===== src/sv/serial_lcd_bus_snooper_unit_assert.svh =====
`ifndef SERIAL_LCD_BUS_SNOOPER_UNIT_ASSERT_SVH
`define SERIAL_LCD_BUS_SNOOPER_UNIT_ASSERT_SVH

// Checks that a condition holds in the same cycle as its trigger.
`define SLBS_ASSERT_NOW(lbl, ante, cons) \
  lbl: assert property (@(posedge clk_i) disable iff (!rst_ni) (ante) |-> (cons)) \
    else $error("snooper assertion failed");

// Checks that a condition holds in the cycle after its trigger.
`define SLBS_ASSERT_NEXT(lbl, ante, cons) \
  lbl: assert property (@(posedge clk_i) disable iff (!rst_ni) (ante) |=> (cons)) \
    else $error("snooper assertion failed");

`endif


===== src/sv/slbs_pkg.sv =====
package slbs_pkg;

  localparam int STORE_DEPTH = 50;
  localparam int BURST_LIMIT = 1024;

  localparam int ADDR_W  = $clog2(STORE_DEPTH);
  localparam int WP_W    = (STORE_DEPTH > 127) ? 8 : 7;
  localparam int BURST_W = $clog2(BURST_LIMIT + 1);

  localparam logic [7:0] DATA_PREFIX = 8'h5F;
  localparam logic [7:0] CMD_PREFIX  = 8'h1F;
  localparam logic [7:0] CMD_CLEAR   = 8'h01;
  localparam logic [7:0] CMD_ONOFF   = 8'h08;
  localparam logic [7:0] ONOFF_MASK  = 8'hF8;
  localparam logic [7:0] FILL_CHAR   = 8'h20;

  localparam logic [7:0] SRC_CHAR_1  = 8'h81;
  localparam logic [7:0] SRC_CHAR_2  = 8'h82;
  localparam logic [7:0] SRC_CHAR_3  = 8'h83;
  localparam logic [7:0] SRC_CHAR_OPT = 8'h6C;
  localparam logic [7:0] SRC_CHAR_COAX = 8'h20;

  localparam logic [2:0] SRC_UNKNOWN = 3'd0;
  localparam logic [2:0] SRC_DIRECT1 = 3'd1;
  localparam logic [2:0] SRC_DIRECT2 = 3'd2;
  localparam logic [2:0] SRC_DIRECT3 = 3'd3;
  localparam logic [2:0] SRC_OPTICAL = 3'd4;
  localparam logic [2:0] SRC_COAXIAL = 3'd5;

  localparam logic [1:0] SCREEN_OTHER  = 2'd0;
  localparam logic [1:0] SCREEN_VOLUME = 2'd1;
  localparam logic [1:0] SCREEN_INPUT  = 2'd2;

  localparam logic [5:0] VOLUME_RESET = 6'd50;

  localparam int VTAG_BASE = 7;
  localparam int VSUM_BASE = 20;
  localparam int ITAG_BASE = 0;
  localparam int ISRC_BASE = 14;
  localparam int TAG_LEN   = 6;
  localparam int VSUM_LEN  = 20;

  typedef struct packed {
    logic       op;
    logic [7:0] bus_byte;
  } in_item_t;

  typedef struct packed {
    logic       display_on;
    logic [5:0] volume_level;
    logic [2:0] input_source;
    logic [1:0] screen_kind;
  } out_item_t;

  function automatic logic [7:0] vol_tag_char(input logic [2:0] idx);
    logic [7:0] ch;
    case (idx)
      3'd0: ch = 8'h56;
      3'd1: ch = 8'h6F;
      3'd2: ch = 8'h6C;
      3'd3: ch = 8'h75;
      3'd4: ch = 8'h6D;
      3'd5: ch = 8'h65;
      default: ch = 8'h00;
    endcase
    return ch;
  endfunction

  function automatic logic [7:0] inp_tag_char(input logic [2:0] idx);
    logic [7:0] ch;
    case (idx)
      3'd0: ch = 8'h49;
      3'd1: ch = 8'h6E;
      3'd2: ch = 8'h70;
      3'd3: ch = 8'h75;
      3'd4: ch = 8'h74;
      3'd5: ch = 8'h3A;
      default: ch = 8'h00;
    endcase
    return ch;
  endfunction

endpackage


===== src/sv/serial_lcd_bus_snooper_unit.sv =====
// A bus byte is accepted in S_IDLE, then parsed in S_BYTE, which also does any store write.
// At an end of burst the scan checks the volume tag, then the volume bars or the input tag,
// then the input source, reading the character store one entry per cycle.
// The scan result waits in S_REPORT, with the input stalled, until the output register drains.
// Reset is asynchronous and active low; the store reads as zeros straight after reset,
// as each entry carries a valid bit that reset clears, so no clearing pass is needed.
`include "serial_lcd_bus_snooper_unit_assert.svh"

module serial_lcd_bus_snooper_unit (
  input  logic                clk_i,
  input  logic                rst_ni,
  input  logic                in_valid_i,
  output logic                in_stall_o,
  input  slbs_pkg::in_item_t  in_i,
  output logic                out_valid_o,
  input  logic                out_stall_i,
  output slbs_pkg::out_item_t out_o
);

  typedef enum logic [6:0] {
    S_IDLE   = 7'b0000001,
    S_BYTE   = 7'b0000010,
    S_VTAG   = 7'b0000100,
    S_VSUM   = 7'b0001000,
    S_ITAG   = 7'b0010000,
    S_ISRC   = 7'b0100000,
    S_REPORT = 7'b1000000
  } state_e;

  state_e state_q, state_d;

  logic [7:0] store_mem [slbs_pkg::STORE_DEPTH];
  logic [slbs_pkg::STORE_DEPTH-1:0] ok_q, ok_d;
  logic [7:0] fill_q, fill_d;

  logic [slbs_pkg::BURST_W-1:0] burst_q, burst_d;
  logic [1:0] phase_q, phase_d;
  logic       prefix_q, prefix_d;
  logic [7:0] low_q, low_d;
  logic       dmode_q, dmode_d;
  logic [slbs_pkg::WP_W-1:0] wp_q, wp_d;
  logic       power_q, power_d;
  logic [5:0] volume_q, volume_d;
  logic [2:0] source_q, source_d;
  logic [1:0] kind_q, kind_d;
  logic [7:0] byte_q, byte_d;

  logic [4:0] cnt_q, cnt_d;
  logic       match_q, match_d;
  logic [5:0] acc_q, acc_d;

  logic                      out_valid_q, out_valid_d;
  slbs_pkg::out_item_t       out_q, out_d;

  logic [slbs_pkg::ADDR_W-1:0] base_addr, rd_addr;
  logic [7:0]  rd_data_q;
  logic        rd_ok_q;
  logic [7:0]  elem;
  logic [2:0]  tag_idx;
  logic [1:0]  score;
  logic [7:0]  cmd_val;
  logic        wr_en;
  logic [slbs_pkg::ADDR_W-1:0] wr_addr;
  logic        in_acc, out_free;

  assign in_stall_o  = (state_q != S_IDLE);
  assign in_acc      = in_valid_i && !in_stall_o;
  assign out_valid_o = out_valid_q;
  assign out_o       = out_q;
  assign out_free    = !out_valid_q || !out_stall_i;

  assign elem    = rd_ok_q ? rd_data_q : fill_q;
  assign tag_idx = 3'(cnt_q - 5'd1);
  assign score   = (elem == 8'h00) ? 2'd1 : ((elem == 8'h01) ? 2'd2 : 2'd0);
  assign cmd_val = {byte_q[3:0], 4'b0000} + low_q;
  assign wr_addr = wp_q[slbs_pkg::ADDR_W-1:0];

  always_comb begin
    case (state_q)
      S_VTAG:  base_addr = slbs_pkg::ADDR_W'(slbs_pkg::VTAG_BASE);
      S_VSUM:  base_addr = slbs_pkg::ADDR_W'(slbs_pkg::VSUM_BASE);
      S_ISRC:  base_addr = slbs_pkg::ADDR_W'(slbs_pkg::ISRC_BASE);
      default: base_addr = slbs_pkg::ADDR_W'(slbs_pkg::ITAG_BASE);
    endcase
  end
  assign rd_addr = base_addr + slbs_pkg::ADDR_W'(cnt_q);

  always_comb begin
    state_d     = state_q;
    ok_d        = ok_q;
    fill_d      = fill_q;
    burst_d     = burst_q;
    phase_d     = phase_q;
    prefix_d    = prefix_q;
    low_d       = low_q;
    dmode_d     = dmode_q;
    wp_d        = wp_q;
    power_d     = power_q;
    volume_d    = volume_q;
    source_d    = source_q;
    kind_d      = kind_q;
    byte_d      = byte_q;
    cnt_d       = cnt_q;
    match_d     = match_q;
    acc_d       = acc_q;
    out_valid_d = out_valid_q && out_stall_i;
    out_d       = out_q;
    wr_en       = 1'b0;

    case (state_q)
      S_IDLE: begin
        if (in_acc) begin
          if (!in_i.op) begin
            if (burst_q < slbs_pkg::BURST_W'(slbs_pkg::BURST_LIMIT)) begin
              burst_d = burst_q + 1'b1;
              byte_d  = in_i.bus_byte;
              state_d = S_BYTE;
            end
          end else if (burst_q != '0) begin
            cnt_d   = '0;
            match_d = 1'b1;
            state_d = S_VTAG;
          end
        end
      end
      S_BYTE: begin
        state_d = S_IDLE;
        case (phase_q)
          2'd0: begin
            if (byte_q == slbs_pkg::DATA_PREFIX) begin
              prefix_d = 1'b1;
              phase_d  = 2'd1;
            end else if (byte_q == slbs_pkg::CMD_PREFIX) begin
              prefix_d = 1'b0;
              phase_d  = 2'd1;
            end
          end
          2'd1: begin
            low_d   = byte_q;
            phase_d = 2'd2;
          end
          default: begin
            phase_d = 2'd0;
            if (prefix_q) begin
              if (dmode_q && (wp_q < slbs_pkg::WP_W'(slbs_pkg::STORE_DEPTH))) begin
                wr_en         = 1'b1;
                ok_d[wr_addr] = 1'b1;
                wp_d          = wp_q + 1'b1;
              end
            end else if (cmd_val[7]) begin
              dmode_d = 1'b1;
              wp_d    = slbs_pkg::WP_W'(cmd_val[6:0]);
            end else if (cmd_val == slbs_pkg::CMD_CLEAR) begin
              ok_d    = '0;
              fill_d  = slbs_pkg::FILL_CHAR;
              dmode_d = 1'b1;
              wp_d    = '0;
            end else if ((cmd_val & slbs_pkg::ONOFF_MASK) == slbs_pkg::CMD_ONOFF) begin
              power_d = cmd_val[2];
              dmode_d = 1'b0;
            end else begin
              dmode_d = 1'b0;
            end
          end
        endcase
      end
      S_VTAG: begin
        cnt_d = cnt_q + 1'b1;
        if (cnt_q != '0) begin
          match_d = match_q && (elem == slbs_pkg::vol_tag_char(tag_idx));
        end
        if (cnt_q == 5'(slbs_pkg::TAG_LEN)) begin
          cnt_d = '0;
          if (match_d) begin
            acc_d   = '0;
            state_d = S_VSUM;
          end else begin
            match_d = 1'b1;
            state_d = S_ITAG;
          end
        end
      end
      S_VSUM: begin
        cnt_d = cnt_q + 1'b1;
        if (cnt_q != '0) begin
          acc_d = acc_q + 6'(score);
        end
        if (cnt_q == 5'(slbs_pkg::VSUM_LEN)) begin
          cnt_d    = '0;
          volume_d = acc_d;
          kind_d   = slbs_pkg::SCREEN_VOLUME;
          state_d  = S_REPORT;
        end
      end
      S_ITAG: begin
        cnt_d = cnt_q + 1'b1;
        if (cnt_q != '0) begin
          match_d = match_q && (elem == slbs_pkg::inp_tag_char(tag_idx));
        end
        if (cnt_q == 5'(slbs_pkg::TAG_LEN)) begin
          cnt_d = '0;
          if (match_d) begin
            state_d = S_ISRC;
          end else begin
            kind_d  = slbs_pkg::SCREEN_OTHER;
            state_d = S_REPORT;
          end
        end
      end
      S_ISRC: begin
        cnt_d = cnt_q + 1'b1;
        if (cnt_q != '0) begin
          cnt_d   = '0;
          kind_d  = slbs_pkg::SCREEN_INPUT;
          state_d = S_REPORT;
          case (elem)
            slbs_pkg::SRC_CHAR_1:    source_d = slbs_pkg::SRC_DIRECT1;
            slbs_pkg::SRC_CHAR_2:    source_d = slbs_pkg::SRC_DIRECT2;
            slbs_pkg::SRC_CHAR_3:    source_d = slbs_pkg::SRC_DIRECT3;
            slbs_pkg::SRC_CHAR_OPT:  source_d = slbs_pkg::SRC_OPTICAL;
            slbs_pkg::SRC_CHAR_COAX: source_d = slbs_pkg::SRC_COAXIAL;
            default:                 source_d = source_q;
          endcase
        end
      end
      S_REPORT: begin
        if (out_free) begin
          out_valid_d        = 1'b1;
          out_d.display_on   = power_q;
          out_d.volume_level = volume_q;
          out_d.input_source = source_q;
          out_d.screen_kind  = kind_q;
          burst_d            = '0;
          phase_d            = 2'd0;
          prefix_d           = 1'b0;
          low_d              = '0;
          dmode_d            = 1'b0;
          wp_d               = '0;
          state_d            = S_IDLE;
        end
      end
      default: begin
        state_d = S_IDLE;
      end
    endcase
  end

  always_ff @(posedge clk_i or negedge rst_ni) begin
    if (!rst_ni) begin
      state_q     <= S_IDLE;
      ok_q        <= '0;
      fill_q      <= '0;
      burst_q     <= '0;
      phase_q     <= 2'd0;
      prefix_q    <= 1'b0;
      low_q       <= '0;
      dmode_q     <= 1'b0;
      wp_q        <= '0;
      power_q     <= 1'b1;
      volume_q    <= slbs_pkg::VOLUME_RESET;
      source_q    <= slbs_pkg::SRC_UNKNOWN;
      kind_q      <= slbs_pkg::SCREEN_OTHER;
      cnt_q       <= '0;
      match_q     <= 1'b1;
      acc_q       <= '0;
      out_valid_q <= 1'b0;
    end else begin
      state_q     <= state_d;
      ok_q        <= ok_d;
      fill_q      <= fill_d;
      burst_q     <= burst_d;
      phase_q     <= phase_d;
      prefix_q    <= prefix_d;
      low_q       <= low_d;
      dmode_q     <= dmode_d;
      wp_q        <= wp_d;
      power_q     <= power_d;
      volume_q    <= volume_d;
      source_q    <= source_d;
      kind_q      <= kind_d;
      cnt_q       <= cnt_d;
      match_q     <= match_d;
      acc_q       <= acc_d;
      out_valid_q <= out_valid_d;
    end
  end

  always_ff @(posedge clk_i) begin
    byte_q <= byte_d;
    out_q  <= out_d;
  end

  always_ff @(posedge clk_i) begin
    if (wr_en) begin
      store_mem[wr_addr] <= cmd_val;
    end
    rd_data_q <= store_mem[rd_addr];
    rd_ok_q   <= ok_q[rd_addr];
  end

  `SLBS_ASSERT_NEXT(a_burst_end_starts_scan,
                    in_acc && in_i.op && (burst_q != '0), state_q == S_VTAG)
  `SLBS_ASSERT_NOW(a_burst_within_limit, 1'b1,
                   burst_q <= slbs_pkg::BURST_W'(slbs_pkg::BURST_LIMIT))
  `SLBS_ASSERT_NOW(a_sum_bounded, state_q == S_VSUM, acc_q <= {cnt_q, 1'b0})
  `SLBS_ASSERT_NEXT(a_report_clears_burst, (state_q == S_REPORT) && out_free,
                    out_valid_q && (state_q == S_IDLE) && (burst_q == '0) && !dmode_q)

endmodule


===== config.mk =====
export PLATFORM = sky130hd
export DESIGN_NAME = serial_lcd_bus_snooper_unit
export DESIGN_NICKNAME = d
export VERILOG_FILES = /design/src/sv/slbs_pkg.sv /design/src/sv/serial_lcd_bus_snooper_unit.sv
export VERILOG_INCLUDE_DIRS = /design/src /design/src/sv
export SDC_FILE = /design/constraint.sdc
export NUM_CORES = 1
export LEC_CHECK = 0
export ABC_CLOCK_PERIOD_IN_PS = 3550
export BUFFER_PORTS_ARGS = -buffer_cell sky130_fd_sc_hd__buf_2
export CAP_MARGIN = 10
export CORE_MARGIN = 2
export CORE_UTILIZATION = 50
export DETAILED_ROUTE_END_ITERATION = 7
export PLACE_DENSITY = 0.68
export SYNTH_ARGS = -nofsm -noshare
export SYNTH_HDL_FRONTEND = slang
export SYNTH_SLANG_ARGS = --single-unit

===== constraint.sdc =====
create_clock -name clk_i -period 3.55 [get_ports clk_i]
set_input_delay 0.5325 -clock clk_i [delete_from_list [all_inputs] [get_ports clk_i]]
set_output_delay 0.5325 -clock clk_i [all_outputs]
set_load 0.01 [all_outputs]

Word level (Yosys, flattened, before mapping)
Memories as Yosys holds them, arrays and structs flattened. A register that Yosys moved wholly into a read port is not among the register bits.
Cells that the tools add are included.

storage, ports and cells
  register bits after elaboration = 134
  bits in writable memories = 400
  bits of input ports = 13
  output and inout bits = 14
  memories kept = 1

cells by class
  $add $sub $neg = 7
  $lt $le $gt $ge = 5
  equality and inequality tests = 52
  multiplexer cells = 94
  bitwise logic cells = 6
  reductions and logical operators = 43

memories
  name       words  width  read ports  clocked after memory_dff  write ports  line                               text
  store_mem  50     8      1           1                         1            serial_lcd_bus_snooper_unit.sv:32  logic [7:0] store_mem [slbs_pkg::STORE_DEPTH];

operators by type and width
  kind                number
  $mux 50             4
  $pmux 7 s6          3
  $mux 7              16
  $mux 8              7
  $or 50x50->50       1
  $mux 11             4
  $mux 5              7
  $ne 2x2->1 const B  17
  $mux 1              26
  $reduce_and 5->1    5
  $eq 8x8->1 const B  3
  $pmux 11 s2         1
  $pmux 5 s4          1
  $reduce_and 4->1    5
  $mux 2              9
  $mux 6              3
  $eq 8x1->1 const B  2
  $eq 8x7->1 const B  2
  $eq 8x8->1          2
  $pmux 8 s2          1
  $pmux 3 s5          1
  $pmux 5 s3          1
  $lt 6x7->1 const B  2
  $pmux 7 s2          1
  54 further kinds    83

Depth between registers and ports, before layout
  depth after elaboration = 12
  mapped depth = 15
  gate-level depth less buffers = 12

Worst setup path after synthesis
Ideal clock, no wire load.

  path type = register -> register
  start = register state_q[1]
  end = register rd_data_q[6], read port of store_mem
  setup time = 0.120 ns
  arrival time = 3.815 ns
  data required time = 3.430 ns
  slack = -0.385 ns
  cell stages (with the launch flop) = 16
  period minus slack after synthesis = 3.935 ns
  path through = dfrtp_1 > or4_1 > clkbuf_1 > or4b_1 > clkbuf_1 > inv_1 > ha_1 > fa_1 > clkbuf_1 > buf_1 > clkbuf_1 > mux4_2 > nand2_1 > a31oi_1 > a211oi_1 > nor2_1

between the ends
  longest elaborated chain between the ends = 3
  elaborated cells between the ends (all ways) = 5
  classes of those cells = 1 x add/sub; 3 x eq/ne; 1 x mux

ends and longest elaborated chain
  item                                      line                                text
  start: declaration                        serial_lcd_bus_snooper_unit.sv:30   state_e state_q, state_d;
  start signal: assignment                  serial_lcd_bus_snooper_unit.sv:268  state_q <= state_d;
  $eq 7x6->1, or another cell as far along  serial_lcd_bus_snooper_unit.sv:79   case (state_q)
  $pmux 5 s3 (*)                            serial_lcd_bus_snooper_unit.sv:79
  $add 5x5->6 (*)                           serial_lcd_bus_snooper_unit.sv:86   assign rd_addr = base_addr + slbs_pkg::ADDR_W'(cnt_q);
  end: declaration                          serial_lcd_bus_snooper_unit.sv:56   logic [7:0] rd_data_q;

Mark *: on every way between the ends. The rest lies on a longest branch, timed or not.
A chain may end at the register's enable or synchronous reset.

Final worst setup path
  start = register state_q[1]
  end = register rd_ok_q

between the ends
  longest elaborated chain between the ends = 5
  elaborated cells between the ends (all ways) = 7
  classes of those cells = 1 x add/sub; 3 x eq/ne; 3 x mux

ends and longest elaborated chain
  item                                      line                                text
  $eq 7x6->1, or another cell as far along  serial_lcd_bus_snooper_unit.sv:79
  $pmux 5 s3 (*)                            serial_lcd_bus_snooper_unit.sv:79
  $add 5x5->6 (*)                           serial_lcd_bus_snooper_unit.sv:86
  $bmux 1 s6 (*)                            serial_lcd_bus_snooper_unit.sv:298  rd_ok_q <= ok_q[rd_addr];
  $mux 1 (not written as such) (*)          serial_lcd_bus_snooper_unit.sv:298
  end signal: assignment                    serial_lcd_bus_snooper_unit.sv:298
  end: declaration                          serial_lcd_bus_snooper_unit.sv:57   logic rd_ok_q;

Mark *: on every way between the ends. The rest lies on a longest branch, timed or not. The select of a mux whose other input is x is not followed.

==> flow_summary_export.csv <==
group,metric,value,unit
global_routing,antenna_found_initial,0,
synth,yosysWarnings,0,
timing,report.final.setup_viol,9,
route,vias_per_cell,6.02,
timing,fmax,261,MHz
synth,synth_top_family_by_area,"multiplexers",
critical_path,crit_end,"rd_ok_q$_DFF_P_",
synth,synth_mux_area_frac,0.116,
die,initial_core_util,0.505,
timing,rsz0062_at_grt,"yes",
global_routing,grt_pass1_wl,86300,um
synth,synth-seq-area-share,0.684,
critical_path,r2r-end,"rd_ok_q$_DFF_P_",
timing,tns,-2.14,ns
timing,tightest_slew,1.22,ns
finish,diodes,0,
synth,synth_common_cells,"edfxtp_1 (420), nand2_1 (171), nor2_1 (141), mux4_2 (108), dfrtp_1 (107)",
critical_path,worstPathArrival,4.32,ns
die,coreArea,45200,um2
route,dr.pass1.iters,5,
critical_path,rr_startpoint,"state_q[1]$_DFFE_PN0P_",
route,drc,0,
pwr,irDropWorstVdd,0.578,mV
clocking,clk_pin_slew,0.06,ns
global_routing,track_usage,0.244,
die,dieArea,47400,um2
global_routing,grt-ovfl-total,0,
clocking,cts_tree,"done",
synth,synth-main-ff-cell,"edfxtp_1",
route,wl_per_cell,24.5,um
synth,yosys.area.top_type_share,0.552,
finish,layout.cells.non_filler,2314,
die,io_pins,27,
critical_path,rr_worst_depth,13,
hold_path,hold_path_class,"in2reg",
timing,fin_ws,-0.275,ns
finish,syn_to_final_growth,19.1,%
die,placementRows,78,
synth,ys_ff_latch,542,
timing,finalHoldViolCount,0,
outcome,outcome,"finished, violations left",
flow_run,cap_violations,0,
pwr,power_leakage,10.0,nW
critical_path,crit_slowest_cell,"fa_4",
synth,ys_types,73,
synth,yosys.area_share.simple,0.0971,
critical_path,required,4.04,ns
synth,synth_most_common_cell,"edfxtp_1",
finish,multi_input_area,7150,um2
place,port_buffers,26,
synth,synthCells,1520,
place,placed_cells,2197,
critical_path,rrSetupSlack,-0.28,ns
place,hpwl,34400,um
synth,avgSynthCellArea,15.0,um2
synth,synth_compound_area_frac,0.0574,
timing,maxSlewViolCount,0,
synth,async_flop_share,0.208,
route,detail-route-antenna-nets,0,
critical_path,start_kind,"flip-flop",
finish,seqCellArea,15600,um2
route,routed_wl,56600,um
critical_path,startpoint,"state_q[1]$_DFFE_PN0P_",
clocking,cts_buffers,55,
synth,synthXorXnorAreaFrac,0.0115,
place,gp_congestion,0.890,
place,placed_area,24600,um2
route,vias,13937,
outcome,violations,"setup timing",
clocking,cts-root-buf,"clkbuf_16",
synth,synth_top_area_cell,"edfxtp_1",
die,die_y,218,um
critical_path,cp_cell_sequence,"or4_4 -> or4b_4 -> inv_4 -> ha_4 -> fa_4 -> buf_12 -> buf_8 -> buf_16 -> mux4_2 -> nand2_1 -> a311oi_1 -> a211oi_1 -> nor2_1",
critical_path,cpPeakStageDelay,0.69,ns
timing,finalClockSkew,0.0214,ns
die,die_width,218,um
critical_path,worstSetupPathType,"reg2reg",
synth,syn-cell-area,22800,um2
finish,n_fill_cell,3303,
timing,slew_headroom,0.185,
clocking,clk_path_buf_depth,3,
synth,synthTopCellsByArea,"edfxtp_1 (55%), dfrtp_1 (12%), mux4_2 (11%)",
finish,nets,1703,
timing,period_share,1.08,
finish,drive_gt1_frac,0.264,
clocking,clk-insertion-delay-late,0.62,ns
finish,fin_area,27200,um2
place,post-place-ws,-0.334,ns
clocking,htree_levels,2,
synth,synthAdderAreaFrac,0.0140,
clocking,cts.sinks,542,
pwr,powerDensity,857,nW/um2
critical_path,timing.critical_path.to_type,"flip-flop",
timing,min_period,3.83,ns
synth,synth_nets,1556,
route,drtIter0Drc,1400,
synth,synth-edff-count,420,
global_routing,grt_pass1_vias,14049,
global_routing,grt_max_degree,79,
finish,final_util,0.602,
critical_path,cp_max_fo,9,
[how the worst min path moves through the flow]
stage | from | to | depth (start not counted)
2_1_floorplan | rst_ni | acc_q[0]$_DFFE_PN0P_ | 0
3_3_place_gp | source_q[0]$_DFFE_PN0P_ | out_o[2]$_DFFE_PP_ | 0
3_5_place_dp | volume_q[2]$_DFFE_PN0P_ | out_o[7]$_DFFE_PP_ | 0
4_1_cts | in_i[2] | byte_q[2]$_DFFE_PP_ | 1
5_1_grt | in_i[4] | byte_q[4]$_DFFE_PP_ | 1
6_report | in_i[2] | byte_q[2]$_DFFE_PP_ | 1
[routing by layer]
layer / routed length, um / vias up / GRT usage
li1: - / 6090 / -
met1: 23400 / 7142 / 0.337
met2: 26900 / 595 / 0.392
met3: 4460 / 110 / 0.0473
met4: 1910 / 0 / 0.0854
met5: 0 / - / 0
[area by class of cell]
type	instances	area share
sequential	542	0.575
clock buffer	71	0.0555
clock inverter	33	0.0150
timing repair buffer	168	0.0590
inverter	34	0.00479
multi-input combinational	866	0.263
tap	600	0.0276
[cell families (layout without fill, tap and decap cells)]
| kind of cell | Yosys count | after routing |
|---|---|---|
| DFF | 542 | 542 |
| xor gates and xnor gates | 30 | 30 |
| AOI/OAI and AO/OA | 203 | 203 |
| adders and majority gates | 24 | 24 |
| buffers and inverters | 112 | 306 |
| and+or+nand+nor | 480 | 480 |
| muxes | 129 | 129 |
[timing repair]
| item | CTS | global route |
|---|---|---|
| hold endpoints to repair | 30 | 0 |
| setup buffers | 6 | 1 |
| gates resized for setup | 50 | 25 |
| pin swaps | 30 | 23 |
| cloned | 7 | 1 |
| endpoints found under the setup margin | 9 | 9 |
| hold buffers | 1 | 0 |
[report_power, final]
group          leakage (nW)  internal, mW  switching (mW)  total [mW]
Sequential             5.38          7.92           0.327        8.25
Clock                 0.939          3.65            2.45        6.10
Combinational          3.73          3.73            5.22        8.95
[sequential cells by signal (all words and copies together), names as in the netlist, 2 cells and up]
signal / flops
ok_q: 50
acc_q: 6
phase_q: 2
wp_q: 7
state_q: 7
source_q: 3
kind_q: 2
volume_q: 6
low_q: 8
rd_data_q: 8
out_o: 12
byte_q: 8
cnt_q: 5
burst_q: 11
store_mem: 400
[critical path: cells and delay by family, from the launching register on]
| family | cells | cell delay, ns |
|---|---|---|
| compound gates | 2 | 0.33 |
| fa+ha+maj | 2 | 0.82 |
| buf+inv | 4 | 0.57 |
| flops | 1 | 0.38 |
| mux | 1 | 0.36 |
| simple gates | 4 | 1.23 |
[layout by cell type (no fill, tap or decap), types with 25 or more instances in the layout]
cell and instances:
buf_2 25, dfrtp_1 104, buf_4 113, inv_1 33, edfxtp_1 420, mux4_2 108
clkbuf_16 57, o21ai_0 51, a21oi_1 42, nand3_1 49, nand2_1 160, nor2_1 141
a21o_1 29
[stage by stage]
step,power (mW),hold slack [ns]
5_1_grt,24.2,0.0917
3_3_place_gp,16.1,0.434
6_report,23.3,0.101
4_1_cts,23.1,0.0751
2_1_floorplan,13.3,0.237
3_5_place_dp,16.3,0.435
No activity file was read; power rests on OpenSTA's default activity.
